$ cat config.mk
export PLATFORM = sky130hd
export DESIGN_NAME = wprs_peak
export DESIGN_NICKNAME = d
export VERILOG_FILES = /design/src/hw/rtl/wprs_pkg.sv /design/src/hw/rtl/wprs_peak.sv
export SDC_FILE = /design/constraint.sdc
export NUM_CORES = 1
export LEC_CHECK = 0
export CAP_MARGIN = 15
export CORE_UTILIZATION = 37
export DETAILED_ROUTE_END_ITERATION = 10
export DONT_BUFFER_PORTS = 1
export GPL_ROUTABILITY_DRIVEN = 1
export PLACE_DENSITY_LB_ADDON = 0.05
export SETUP_SLACK_MARGIN = 0.15
export SYNTH_ARGS = -nofsm -noshare
export SYNTH_HDL_FRONTEND = slang
export SYNTH_SLANG_ARGS = --single-unit
$ cat constraint.sdc
create_clock -name clk -period 3.6 [get_ports clk]
set_clock_uncertainty 0.1 [all_clocks]
set_input_delay 0.36 -clock clk [delete_from_list [all_inputs] [get_ports clk]]
set_output_delay 0.36 -clock clk [all_outputs]
set_load 0.005 [all_outputs]
$ cat src/hw/rtl/wprs_pkg.sv
// wprs_pkg: shared types and constants for the window peak RGB search block
// no dependencies; imported by wprs_peak, wprs_seq and the top level

package wprs_pkg;

	// default geometry, handed down from the top-level parameters
	localparam int DEF_MAX_SIDE      = 128;
	localparam int DEF_WINDOW_RADIUS = 12;

	// field widths
	localparam int COORD_W = 8;
	localparam int CHAN_W  = 16;
	localparam int TEXEL_W = 3 * CHAN_W;
	localparam int CFG_W   = 8;
	// extent after clamping can reach 256
	localparam int EXT_W   = CFG_W + 1;
	// signed scan coordinate, covers -radius .. 255 + radius
	localparam int SCAN_W  = COORD_W + 2;

	// largest channel pattern that may win, positive infinity as half float
	localparam logic [CHAN_W-1:0] HALF_POS_INF = 16'h7C00;

	// reset values of the size registers
	localparam logic [CFG_W-1:0] TEX_SIZE_RESET = 8'd128;

	// command codes on tuser
	localparam logic CMD_WRITE = 1'b0;
	localparam logic CMD_QUERY = 1'b1;

	// configuration register indexes
	localparam logic REG_TEX_WIDTH  = 1'b0;
	localparam logic REG_TEX_HEIGHT = 1'b1;

	// sequencer states
	typedef enum logic [1:0] {
		ST_IDLE,
		ST_SCAN,
		ST_DRAIN,
		ST_DONE
	} seq_state_t;

	// control from sequencer to the shared compare unit
	typedef struct packed {
		logic clear;
		logic take;
	} pk_ctrl_t;

endpackage

$ cat src/hw/rtl/wprs_peak.sv
// wprs_peak: shared compare unit holding the running per-channel maxima
// depends on wprs_pkg

module wprs_peak (
	input  logic                                clk,
	input  wprs_pkg::pk_ctrl_t                  ctrl,
	input  logic [wprs_pkg::TEXEL_W-1:0]        texel,
	output logic [wprs_pkg::TEXEL_W-1:0]        peak
);

	import wprs_pkg::*;

	logic [CHAN_W-1:0] peak_q [3];
	logic [CHAN_W-1:0] cand   [3];
	logic              wins   [3];

	// one compare per channel: only non-negative, non-NaN values may win
	always_comb begin
		for (int c = 0; c < 3; c++) begin
			cand[c] = texel[c*CHAN_W +: CHAN_W];
			wins[c] = (cand[c] <= HALF_POS_INF) && (cand[c] > peak_q[c]);
		end
	end

	// running maxima, cleared at the start of each query
	always_ff @(posedge clk) begin
		for (int c = 0; c < 3; c++) begin
			if (ctrl.clear) begin
				peak_q[c] <= '0;
			end else if (ctrl.take && wins[c]) begin
				peak_q[c] <= cand[c];
			end
		end
	end

	assign peak = {peak_q[2], peak_q[1], peak_q[0]};

endmodule

After elaboration in Yosys (flattened, before gate mapping)
Memories as Yosys holds them, arrays and structs flattened.
Index checks and enable logic that the tools add are counted.
{"block": "word_totals", "n_memories": 1, "ram_bits": 48, "rom_bits": 0, "input_bits": 51, "latch_bits": 0, "elab_cells": 30, "output_inout_bits": 48, "register_bits": 0}
{"block": "classes", "bitwise_logic": 3, "eq_ne": 0, "n_reduce_logical": 6, "shifts": 0, "magnitude_cmp": 6, "div": 0, "muxes": 14, "addsub": 0, "mul": 0}
{"name": "peak_q", "words": 3, "word_bits": 16, "read_ports": 3, "rd_clocked_by_memory_dff": 0, "wr": 3, "line_no": "wprs_peak.sv:13", "rtl": "logic [CHAN_W-1:0] peak_q [3];"}
{"op": "$gt A16 B16 Y1", "n": 3}
{"op": "$le A16 B15 Y1 const B", "n": 3}
{"op": "$mux W16", "n": 3}
{"op": "$mux W1", "n": 11}
{"op": "$logic_and A1 B1 Y1", "n": 6}
{"op": "$or A1 B1 Y1", "n": 3}

Longest topological paths before layout
{"block": "depth", "word_depth": 7, "depth_mapped": 8, "depth_no_buf": 7}

Worst setup path after synthesis
OpenSTA, ideal clock, no wires.
{"block": "synth_timing", "path_type": "register to register", "from": "memory peak_q[2][15]", "to": "memory peak_q[2][0] (enable)", "arrival_ns": 2.477, "path_slack_ns": 0.631, "t_required_ns": 3.108, "synth_period_minus_slack_ns": 2.969, "path_stages_with_launch": 9, "n_path_buf": 1, "setup_ns": 0.392, "path_cell_list": "edfxtp_1 inv_1 ha_1 nand4_1 nor4_1 a21boi_2 nor4_4 buf_6 o21bai_1"}
{"item": "start: declaration", "line_no": "wprs_peak.sv:13"}

==> out/metrics.cfg <==
[clock_tree]
cts_resized = 0
cts_made_buffers = 5
cts-root-buf = clkbuf_8
clock_latency_ns = 0.30
h-tree-depth = 2
cts_hold_buf = 0
cts_tree = built
clock_sinks = 48
cts_setup_buffers = 0
clockBufferDepth = 2
clk_pin_slew_ns = 0.09

[worst_setup_path]
path_cells = inv_1 > ha_1 > nand4_4 > nor4_4 > a211oi_4 > o21bai_2
slowest_stage = o21bai_2
r2r-end = peak_q[1][4]$_SDFFCE_PN0P_
crit_fanout = 16
critPathBufInv = 1
worst-r2r-setup-slack_ns = 0.96
required_ns = 3.42
timing.rr.start = peak_q[1][15]$_SDFFCE_PN0P_
crit_family = compound AO/OA/AOI/OAI gates
reg2reg_depth = 6
arrival_ns = 2.46
setup.worst_path.class = flip-flop to flip-flop
startpoint_type = flip-flop
critPathCaptureType = flip-flop
slowest_delay_ns = 0.70

[placed_design]
placed_cells = 431
dp_hpwl_um = 6240
place_worst_setup_slack_ns = 0.925
gp_congestion = 0.727
io_buffers = 0

[sta]
finalCritPeriodShare_pct = 73.3
worst_pin_slew_ns = 0.894
layout_setup_ws_ns = 0.960
relSlewSlack_pct = 40.4
finalHoldViolations = 0
setup_violations = 0
tns_ns = 0
fmax_mhz = 379
drv_slew = 0
rsz0062_at_grt = no
fin_crit_ns = 2.64

[floorplanning]
core-area_um2 = 9240
start_util_pct = 38.3
die_w_um = 99.8
fp-row-count = 35
fp.dieH_um = 99.8
pin_count = 99
die-area_um2 = 9950

[grt]
grt_util_all_layers_pct = 16.6
antenna_found_initial = 0
grt.overflow.total = 0
grt_pass1_vias = 2369
grt_max_degree = 49
grt_pass1_wl_um = 12700

[cells_and_area]
nNetsFinal = 408
drive_gt1_share_pct = 17.1
top_register = peak_q
syn_to_final_growth_pct = 7.04
layout_commonest_cell = inv_1
fin_cells = 439
largest_reg_flops = 48
diodes = 0
reg_top3 = peak_q (48)
final_cell_mix = inv_1 (49), ha_1 (48), edfxtp_1 (48)

[detailed_routing]
via_per_inst = 5.30
first_pass_iters = 4
wl_um = 8020
vias = 2327
drc = 0
drtIter0Drc = 75
wl_per_cell_um = 18.3
ant_nets = 0

[logic_synthesis]
syn-cell-area_um2 = 3540
synth-xor-area-share_pct = 0
yosys.area_share.simple_pct = 27.6
synth_top_area_cell = edfxtp_1
ys_seq_area_share_pct = 40.8
synthArstFlopShare_pct = 0
ys_seq_elements = 48
synth_cell_type_count = 36
muxShareOfSynthArea_pct = 0
yosysWarnings = 0
synth_compound_area_share_pct = 7.47
synth_edf_count = 48
synthTopCellsByArea = edfxtp_1 (41%), ha_1 (17%), nor4b_2 (10%)
avgSynthCellArea_um2 = 11.7
netlist.area_leader.share_pct = 40.8
synth_top_family_by_area = simple AND/OR/NAND/NOR gates
synthAdderAreaFrac_pct = 17.0
synthCells = 302
ys.flop_type = edfxtp_1

[worst_hold_path]
min-delay-start = ctrl[1]
hold_path_class = input pin to flip-flop
hold_path_depth = 1
holdPathEnd = peak_q[0][14]$_SDFFCE_PN0P_

[power_and_ir_drop]
design_power_total_mw = 1.27
irDropWorstVdd_mv = 0.125
power_density_nw_per_um2 = 337
leakage_nw = 1.39

[job]
maxCapViolCount = 0

[run_status]
status = completed

[cell usage after synthesis (all sizes together) (2+ instances only)]
library cell / number
o211ai: 2
ha: 48
edfxtp: 48
buf: 6
nor2b: 2
clkbuf: 5
nand3: 6
a21o: 3
nor3: 3
a21boi: 2
nor4: 14
o21ai: 4
a2111oi: 3
nor2: 7
or3: 2
inv: 49
nor4b: 42
nand2: 17
nand4: 9
a21oi: 16
and4: 2
o21bai: 3
nand4b: 3
and3: 3
[how the worst max path moves through the flow]
stage	cells after the start	slack [ns]	start	to
2_1_floorplan	8	0.63	peak_q[2][15]$_SDFFCE_PN0P_	peak_q[2][0]$_SDFFCE_PN0P_
3_3_place_gp	8	0.98	peak_q[0][15]$_SDFFCE_PN0P_	peak_q[0][4]$_SDFFCE_PN0P_
3_5_place_dp	7	0.93	peak_q[1][5]$_SDFFCE_PN0P_	peak_q[1][11]$_SDFFCE_PN0P_
4_1_cts	7	0.91	peak_q[1][5]$_SDFFCE_PN0P_	peak_q[1][10]$_SDFFCE_PN0P_
5_1_grt	8	0.67	peak_q[2][15]$_SDFFCE_PN0P_	peak_q[2][7]$_SDFFCE_PN0P_
6_report	6	0.96	peak_q[1][15]$_SDFFCE_PN0P_	peak_q[1][4]$_SDFFCE_PN0P_
[cell families after synthesis]
group | after synthesis
adders and majority gates | 48
buffers and inverters | 60
and+or+nand+nor | 111
AOI/OAI and AO/OA | 34
DFF | 48
other | 1
[worst reg2reg max path, cell delays in order (launching register included)]
cell and delay (ns):
edfxtp_1 0.39, inv_1 0.06, ha_1 0.35, nand4_4 0.17
nor4_4 0.39, a211oi_4 0.11, o21bai_2 0.70
[area by class of cell]
| cell class | count | area [um^2] |
|---|---|---|
| clock inverter | 1 | 3.75 |
| sequential | 48 | 1440 |
| multi-input combinational | 196 | 1850 |
| tap | 129 | 161 |
| fill | 933 | 5460 |
| timing repair buffer | 9 | 67.6 |
| clock buffer | 7 | 76.3 |
| inverter | 49 | 184 |
[routing by layer]
metal / GRT usage (%) / share of wire [%] / vias up
li1: - / - / 1154
met1: 21.8 / 46 / 1106
met2: 26.7 / 46 / 63
met3: 5.13 / 7.6 / 4
met4: 3.73 / 0.72 / 0
met5: 0 / 0 / -
[through the flow]
| stage | hold slack, ns | area, um^2 | utilization (%) |
|---|---|---|---|
| floorplan | 0.527 | 3540 | - |
| global placement | 0.458 | 3700 | 40.1 |
| detailed placement | 0.461 | 3700 | 40.1 |
| CTS | 0.131 | 3780 | 41.0 |
| global route | 0.126 | 3780 | 41.0 |
| finish | 0.148 | 3780 | 41.0 |
[power breakdown]
| group | total [mW] | internal, mW | switching [mW] |
|---|---|---|---|
| Sequential | 0.689 | 0.659 | 0.0298 |
| Combinational | 0.270 | 0.105 | 0.165 |
| Clock | 0.316 | 0.136 | 0.180 |
| Total | 1.27 | 0.899 | 0.375 |
No activity file was read; power rests on OpenSTA's default activity.
