<file path="src/hw/rtl/wprs_pkg.sv">
// wprs_pkg: shared types and constants for the window peak RGB search block
// no dependencies; imported by wprs_peak, wprs_seq and the top level

package wprs_pkg;

	// default geometry, handed down from the top-level parameters
	localparam int DEF_MAX_SIDE      = 128;
	localparam int DEF_WINDOW_RADIUS = 12;

	// field widths
	localparam int COORD_W = 8;
	localparam int CHAN_W  = 16;
	localparam int TEXEL_W = 3 * CHAN_W;
	localparam int CFG_W   = 8;
	// extent after clamping can reach 256
	localparam int EXT_W   = CFG_W + 1;
	// signed scan coordinate, covers -radius .. 255 + radius
	localparam int SCAN_W  = COORD_W + 2;

	// largest channel pattern that may win, positive infinity as half float
	localparam logic [CHAN_W-1:0] HALF_POS_INF = 16'h7C00;

	// reset values of the size registers
	localparam logic [CFG_W-1:0] TEX_SIZE_RESET = 8'd128;

	// command codes on tuser
	localparam logic CMD_WRITE = 1'b0;
	localparam logic CMD_QUERY = 1'b1;

	// configuration register indexes
	localparam logic REG_TEX_WIDTH  = 1'b0;
	localparam logic REG_TEX_HEIGHT = 1'b1;

	// sequencer states
	typedef enum logic [1:0] {
		ST_IDLE,
		ST_SCAN,
		ST_DRAIN,
		ST_DONE
	} seq_state_t;

	// control from sequencer to the shared compare unit
	typedef struct packed {
		logic clear;
		logic take;
	} pk_ctrl_t;

endpackage

</file>
<file path="src/hw/rtl/wprs_seq.sv">
// wprs_seq: window scan sequencer, walks the window one texel per cycle
// depends on wprs_pkg

module wprs_seq #(
	parameter int MAX_SIDE      = wprs_pkg::DEF_MAX_SIDE,
	parameter int WINDOW_RADIUS = wprs_pkg::DEF_WINDOW_RADIUS
) (
	input  logic                                      clk,
	input  logic                                      arst_n,
	// request side
	input  logic                                      req_valid,
	input  logic                                      req_cmd,
	input  logic [wprs_pkg::COORD_W-1:0]              req_u,
	input  logic [wprs_pkg::COORD_W-1:0]              req_v,
	output logic                                      ready,
	// size registers
	input  logic [wprs_pkg::CFG_W-1:0]                tex_width,
	input  logic [wprs_pkg::CFG_W-1:0]                tex_height,
	// store read port
	output logic                                      rd_en,
	output logic [$clog2(MAX_SIDE*MAX_SIDE)-1:0]      rd_addr,
	// compare unit control
	output wprs_pkg::pk_ctrl_t                        pk_ctrl,
	// result register
	input  logic                                      out_busy,
	output logic                                      load_out
);

	import wprs_pkg::*;

	localparam int AW = $clog2(MAX_SIDE * MAX_SIDE);
	localparam logic [EXT_W-1:0] SIDE_EXT = EXT_W'(MAX_SIDE);
	localparam logic signed [SCAN_W-1:0] RAD = SCAN_W'(WINDOW_RADIUS);

	seq_state_t state_q, state_nxt;

	logic signed [SCAN_W-1:0] x_q, y_q, x0_q, xend_q, yend_q;
	logic [EXT_W-1:0]         w_q, h_q;
	logic                     take_s1;

	logic                     start;
	logic                     row_end;
	logic                     last_pos;
	logic                     pos_ok;
	logic signed [SCAN_W-1:0] u_s, v_s;
	logic [EXT_W-1:0]         w_ext, h_ext;

	assign u_s = signed'(SCAN_W'(req_u));
	assign v_s = signed'(SCAN_W'(req_v));

	// clamp the configured extents to the store side
	assign w_ext = ({1'b0, tex_width} > SIDE_EXT) ? SIDE_EXT : {1'b0, tex_width};
	assign h_ext = ({1'b0, tex_height} > SIDE_EXT) ? SIDE_EXT : {1'b0, tex_height};

	assign start    = (state_q == ST_IDLE) && req_valid && (req_cmd == CMD_QUERY);
	assign row_end  = (x_q == xend_q);
	assign last_pos = row_end && (y_q == yend_q);

	// window position inside the used area
	assign pos_ok = !x_q[SCAN_W-1] && !y_q[SCAN_W-1]
		&& (x_q[EXT_W-1:0] < w_q) && (y_q[EXT_W-1:0] < h_q);

	assign rd_addr = AW'(AW'(y_q[EXT_W-1:0]) * AW'(MAX_SIDE)) + AW'(x_q[EXT_W-1:0]);

	// next state
	always_comb begin
		state_nxt = state_q;
		case (state_q)
			ST_IDLE: begin
				if (start) begin
					state_nxt = ST_SCAN;
				end
			end
			ST_SCAN: begin
				if (last_pos) begin
					state_nxt = ST_DRAIN;
				end
			end
			ST_DRAIN: begin
				state_nxt = ST_DONE;
			end
			ST_DONE: begin
				if (!out_busy) begin
					state_nxt = ST_IDLE;
				end
			end
			default: begin
				state_nxt = ST_IDLE;
			end
		endcase
	end

	// outputs
	always_comb begin
		ready         = (state_q == ST_IDLE);
		rd_en         = (state_q == ST_SCAN) && pos_ok;
		load_out      = (state_q == ST_DONE) && !out_busy;
		pk_ctrl.clear = start;
		pk_ctrl.take  = take_s1;
	end

	// state and read-valid pipeline bit
	always_ff @(posedge clk or negedge arst_n) begin
		if (!arst_n) begin
			state_q <= ST_IDLE;
			take_s1 <= 1'b0;
		end else begin
			state_q <= state_nxt;
			take_s1 <= rd_en;
		end
	end

	// window counters
	always_ff @(posedge clk) begin
		if (start) begin
			x_q    <= u_s - RAD;
			x0_q   <= u_s - RAD;
			xend_q <= u_s + RAD;
			y_q    <= v_s - RAD;
			yend_q <= v_s + RAD;
			w_q    <= w_ext;
			h_q    <= h_ext;
		end else if (state_q == ST_SCAN) begin
			if (row_end) begin
				x_q <= x0_q;
				y_q <= y_q + SCAN_W'(1);
			end else begin
				x_q <= x_q + SCAN_W'(1);
			end
		end
	end

	// reads are issued only while scanning
	a_read_in_scan: assert property (@(posedge clk) disable iff (!arst_n)
		rd_en |-> (state_q == ST_SCAN))
		else $error("store read outside scan");

	// a query request starts a scan on the next cycle
	a_query_starts: assert property (@(posedge clk) disable iff (!arst_n)
		start |=> (state_q == ST_SCAN))
		else $error("query did not start scan");

	// the last read is folded in before the result is taken
	a_drain_done: assert property (@(posedge clk) disable iff (!arst_n)
		(state_q == ST_DRAIN) |=> (state_q == ST_DONE) && !pk_ctrl.take)
		else $error("drain sequence broken");

	// no compare update may coincide with a clear
	a_clear_take: assert property (@(posedge clk) disable iff (!arst_n)
		pk_ctrl.clear |-> !pk_ctrl.take)
		else $error("clear during accumulate");

endmodule

</file>
<file path="config.mk">
export PLATFORM = sky130hd
export DESIGN_NAME = wprs_seq
export DESIGN_NICKNAME = d
export VERILOG_FILES = /design/src/hw/rtl/wprs_pkg.sv /design/src/hw/rtl/wprs_seq.sv
export SDC_FILE = /design/constraint.sdc
export NUM_CORES = 1
export LEC_CHECK = 0
export ABC_AREA = 0
export BUFFER_PORTS_ARGS = -buffer_cell sky130_fd_sc_hd__buf_2
export CAP_MARGIN = 20
export CELL_PAD_IN_SITES_DETAIL_PLACEMENT = 1
export CELL_PAD_IN_SITES_GLOBAL_PLACEMENT = 1
export CORE_AREA = 5 5 94 96
export DETAILED_ROUTE_END_ITERATION = 7
export DIE_AREA = 0 0 99 101
export GPL_ROUTABILITY_DRIVEN = 1
export GPL_TIMING_DRIVEN = 0
export PLACE_DENSITY_LB_ADDON = 0.1
export SLEW_MARGIN = 20
export SYNTH_ARGS = -nofsm -noshare
export SYNTH_HDL_FRONTEND = slang
export SYNTH_SLANG_ARGS = --single-unit
export TNS_END_PERCENT = 50
</file>
<file path="constraint.sdc">
create_clock -name clk -period 4.3 [get_ports clk]
set_input_delay 0.645 -clock clk [delete_from_list [all_inputs] [get_ports clk]]
set_output_delay 0.645 -clock clk [all_outputs]
set_load 0.02 [all_outputs]
</file>
[Yosys cells after proc, flatten, opt, wreduce, memory -nomap -nowiden]
Cells that the tools add are included.
Word-level totals
  register bits: 71
  bits in latches: 0
  memory bits (writable): 0
  memory bits (read-only): 0
  input bits: 37
  output and inout port bits: 19
  logic and storage cells: 56
  memories kept: 0
Operators by class
  add/sub/neg operators: 7
  $mul: 0
  div/mod/pow operators: 0
  order comparisons: 4
  equal/unequal tests: 8
  shift-type cells: 0
  multiplexer cells: 10
  bitwise gates (word level): 0
  reductions and logical operators: 16
Operators by type and width (number)
  10-bit 2-to-1 mux: 6
  10-bit by 2-bit adder with 10-bit output, second input constant: 2
  10-bit equality test: 2
  8-bit by 4-bit adder with 9-bit output, second input constant: 2
  9-bit less-than comparator: 2
  8-bit by 4-bit subtractor with 9-bit output, second input constant: 2
  8-bit greater-than comparator, second input constant: 2
  14-bit by 9-bit adder with 14-bit output: 1
  1-bit logical AND: 8
  2-bit case mux with 4 select lines: 1
  2-bit 2-to-1 mux: 3
  2-bit equality test, second input constant: 2
  2-bit != test, second input constant: 2
  2-bit nonzero test: 2
  1-bit zero test: 3
  3-bit AND reduction: 1
  2-bit by 1-bit equality test with 1-bit output, second input constant: 1
  2-bit zero test: 1
  2-bit by 1-bit != test with 1-bit output, second input constant: 1
  2-bit AND reduction: 1

[Logic depth before layout (Yosys ltp)]
  word-level depth: 5
  depth in mapped cells: 8
  gate-level depth less buffers: 7

[Worst setup path before layout]
No wires, ideal clock.
  path type: register to output
  start: reg state_q[0]
  end: out pk_ctrl[1] in the netlist's numbering
  arrival: 2.810 ns
  required time: 3.655 ns
  setup slack: 0.845 ns
  cell stages (with the launch flop): 7
  path buffers: 2
  cells stage by stage: dfrtp_1 inv_1 ha_1 nand3_2 inv_2 clkbuf_1 buf_4
On the way
  word-level cells in the longest chain between the ends: 3
RTL lines
  start, declared: RTL line wprs_seq.sv:35  | seq_state_t state_q, state_nxt;
  start signal, assigned: RTL line wprs_seq.sv:108  | state_q <= state_nxt;
  2-bit zero test
  via ready: RTL line wprs_seq.sv:15  | output logic ready,
  1-bit logical AND (2 in a row): RTL line wprs_seq.sv:55  | assign start = (state_q == ST_IDLE) && req_valid && (req_cmd == CMD_QUERY);
  end, declared: RTL line wprs_seq.sv:23  | output wprs_pkg::pk_ctrl_t pk_ctrl,
The timed path passes the listed nets, and every way through them passes these cells.

[Worst setup path after layout]
  start: reg state_q[0]
  end: out pk_ctrl[1] in the netlist's numbering
On the way
  word-level cells in the longest chain between the ends: 3
RTL lines (RTL line)
  2-bit zero test: wprs_seq.sv:55
  1-bit logical AND (2 in a row): wprs_seq.sv:55
No other way between the ends.

==> flow_metrics.py <==
metrics = {
    "outcome": {
        "status": "complete, no violations",
    },
    "place": {
        "place_inst": 509,
        "gp_congestion": 0.820,
        "hpwl_um": 6860,
        "dpl-instance-area_mm2": 0.00419,
        "place_ws_ns": 1.35,
        "io_buffers": 52,
    },
    "finish": {
        "postLayoutCoreUtil": 0.548,
        "drive_above_1_share": 0.193,
        "layout.nets": 479,
        "stdcell_count": 525,
        "antenna_cells": 0,
        "syn_to_final_growth_pct": 15.4,
        "fin_area_mm2": 0.00437,
    },
    "die": {
        "start_util": 0.475,
        "rows": 33,
        "die_w_um": 99,
        "dieArea_mm2": 0.0100,
        "io_pins": 56,
        "die_height_um": 101,
        "core_area_mm2": 0.00797,
    },
    "route": {
        "postRouteAntennaNets": 0,
        "vias_per_cell": 5.26,
        "drtIter0Drc": 120,
        "wl_per_cell_um": 17.4,
        "totalWireLength_um": 9120,
        "dr.pass1.iters": 4,
        "drc": 0,
        "vias": 2763,
    },
    "yosys": {
        "ys.flop_type": "edfxtp_1",
        "yosys.area.top_type": "edfxtp_1",
        "ys_top_cells_by_area": "edfxtp_1 48%, ha_1 8.6%, xor2_1 7.4%",
        "synth_edf_count": 60,
        "synth_top_area_share": 0.476,
        "synth-seq-cells": 63,
        "synth.avg_cell_area_um2": 10.8,
        "syn_nets": 415,
        "post_synth_num_cell_types": 42,
        "synth_common_cells": "60 x edfxtp_1, 32 x xor2_1, 31 x inv_1",
        "async_reset_ff_frac": 0.0476,
        "synth_warnings": 0,
        "post-synth-top-count-cell": "edfxtp_1",
        "syn_inst": 351,
        "yosysSeqAreaShare": 0.496,
        "syn_area_mm2": 0.00378,
    },
    "clock_network": {
        "cts_root_buf": "clkbuf_8",
        "cts_tree": "built",
        "cts_resized": 0,
        "ctsHtreeMaxLevel": 3,
        "cts_buffers": 9,
        "postCtsSetupBuffers": 0,
        "ctsLongestPathBuffers": 2,
        "clock_sinks": 63,
        "clk_latency_ns": 0.34,
        "holdBufCountCts": 0,
        "clk_pin_slew_ns": 0.07,
    },
    "pwr": {
        "powerDensity_mw_per_mm2": 540,
        "p_leak_uw": 0.00185,
        "vdd_ir_drop_max_uv": 312,
    },
    "worst_setup_path": {
        "critPathMaxFanout": 50,
        "ff2ff_setup_slack_ns": 1.70,
        "path_class": "register to output pin",
        "reg2reg_from": "x_q[5]",
        "r2r-end": "y_q[8]",
        "crit_arrival_ns": 2.61,
        "ff2ff_path_depth": 7,
        "start_kind": "register",
        "end_kind": "output pin",
        "cp.required_ns": 3.65,
    },
    "timing": {
        "tightest_slew_ns": 0.680,
        "hold_violations": 0,
        "slew_headroom": 0.547,
        "rsz0062_at_grt": "no",
        "final_max_slew_viol_count": 0,
        "finalSetupViolations": 0,
        "timing.final.crit_share": 0.756,
        "fmax_ghz": 0.308,
        "worst_slack_ns": 1.05,
        "layout_min_cycle_time_ns": 3.25,
        "clock_skew_ns": 0.00947,
    },
    "global_routing": {
        "grt_pass1_vias": 2895,
        "track_usage": 0.191,
        "antenna_found_initial": 0,
        "grt_max_degree": 51,
        "grt_overflow": 0,
        "grt_pass1_wl_um": 14700,
    },
    "min_path": {
        "min_path_type": "input pin to async pin",
    },
    "run": {
        "maxCapViolCount": 0,
    },
}
## critical path, stage by stage, from the launching register on
cell	delay [ns]
dfrtp_1	0.41
inv_1	0.10
ha_1	0.23
nand3_2	0.26
inv_2	0.25
clkbuf_4	0.63
buf_4	0.21
buf_2	0.15
## flip-flops by register name (all words and copies together), names as in the netlist
name and count:
take_s1 1, x0_q 9, state_q 2, xend_q 6, y_q 10, w_q 8, x_q 10, h_q 8
yend_q 9
## stage by stage
step                setup TNS [ns]  power [uW]  hold slack [ns]
floorplan                        0        1580            0.349
global placement           -0.0390        1830            0.443
detailed placement               0        1870            0.447
CTS                              0        2370           0.0818
global route                     0        2520           0.0816
finish                           0        2360           0.0885
## worst max-delay path by stage
stage | from | endpoint | slack [ns] | cells after the start
3_5_place_dp | state_q[0] | pk_ctrl[1] | 1.35 | 7
2_1_floorplan | state_q[0] | pk_ctrl[1] | 0.85 | 6
4_1_cts | state_q[0] | pk_ctrl[1] | 0.98 | 7
6_report | state_q[0] | pk_ctrl[1] | 1.05 | 7
5_1_grt | state_q[0] | pk_ctrl[1] | 0.84 | 7
3_3_place_gp | req_cmd | pk_ctrl[1] | -0.04 | 6
## area by class of cell
class                   instances  area [um^2]
plain buffers                  22          139
clock buffers                  11          131
clock inverters                 5         48.8
fillers                       902         3600
inverters                      32          120
multi-input cells             234         1650
flip-flops and latches         63         1880
well taps                     105          131
repair buffers                 53          268
## routing by layer
layer,vias to the layer above,part of all wire,global-route usage
li1,1343,-,-
met1,1343,0.47,0.264
met2,63,0.47,0.299
met3,14,0.046,0.0353
met4,0,0.015,0.0746
met5,-,0,0
## cell usage in the layout, fill, tap and decap left out, types with 2 or more instances in the layout
| cell type | n |
|---|---|
| clkbuf_1 | 12 |
| inv_1 | 31 |
| o31ai_1 | 3 |
| ha_1 | 26 |
| buf_2 | 52 |
| nor3_1 | 4 |
| a21oi_1 | 17 |
| buf_4 | 10 |
| nand4_1 | 6 |
| nor2_1 | 10 |
| a21o_1 | 3 |
| edfxtp_1 | 60 |
| o21ai_0 | 19 |
| xnor2_1 | 22 |
| dfrtp_1 | 3 |
| or4_1 | 2 |
| xor2_1 | 32 |
| o21ai_1 | 4 |
| and2_1 | 2 |
| nand3_1 | 11 |
| and3_1 | 7 |
| nor4_1 | 3 |
| nand2_1 | 30 |
| o2111ai_1 | 2 |
| nor2b_1 | 16 |
| clkinv_2 | 3 |
| clkbuf_8 | 9 |
## cell families after synthesis
| group | synth area share |
|---|---|
| xor gates and xnor gates | 0.125 |
| DFF | 0.496 |
| and+or+nand+nor | 0.133 |
| buffers and inverters | 0.0674 |
| AOI/OAI and AO/OA | 0.0853 |
| adders and majority gates | 0.0912 |
| muxes | 0.00264 |
## power by group
part	switching, uW	leakage, uW	total, uW	internal (uW)
registers	153	0.000589	1000	848
clock network	232	0.0000945	495	263
logic	501	0.00116	864	362
No activity file was read; power rests on OpenSTA's default activity.
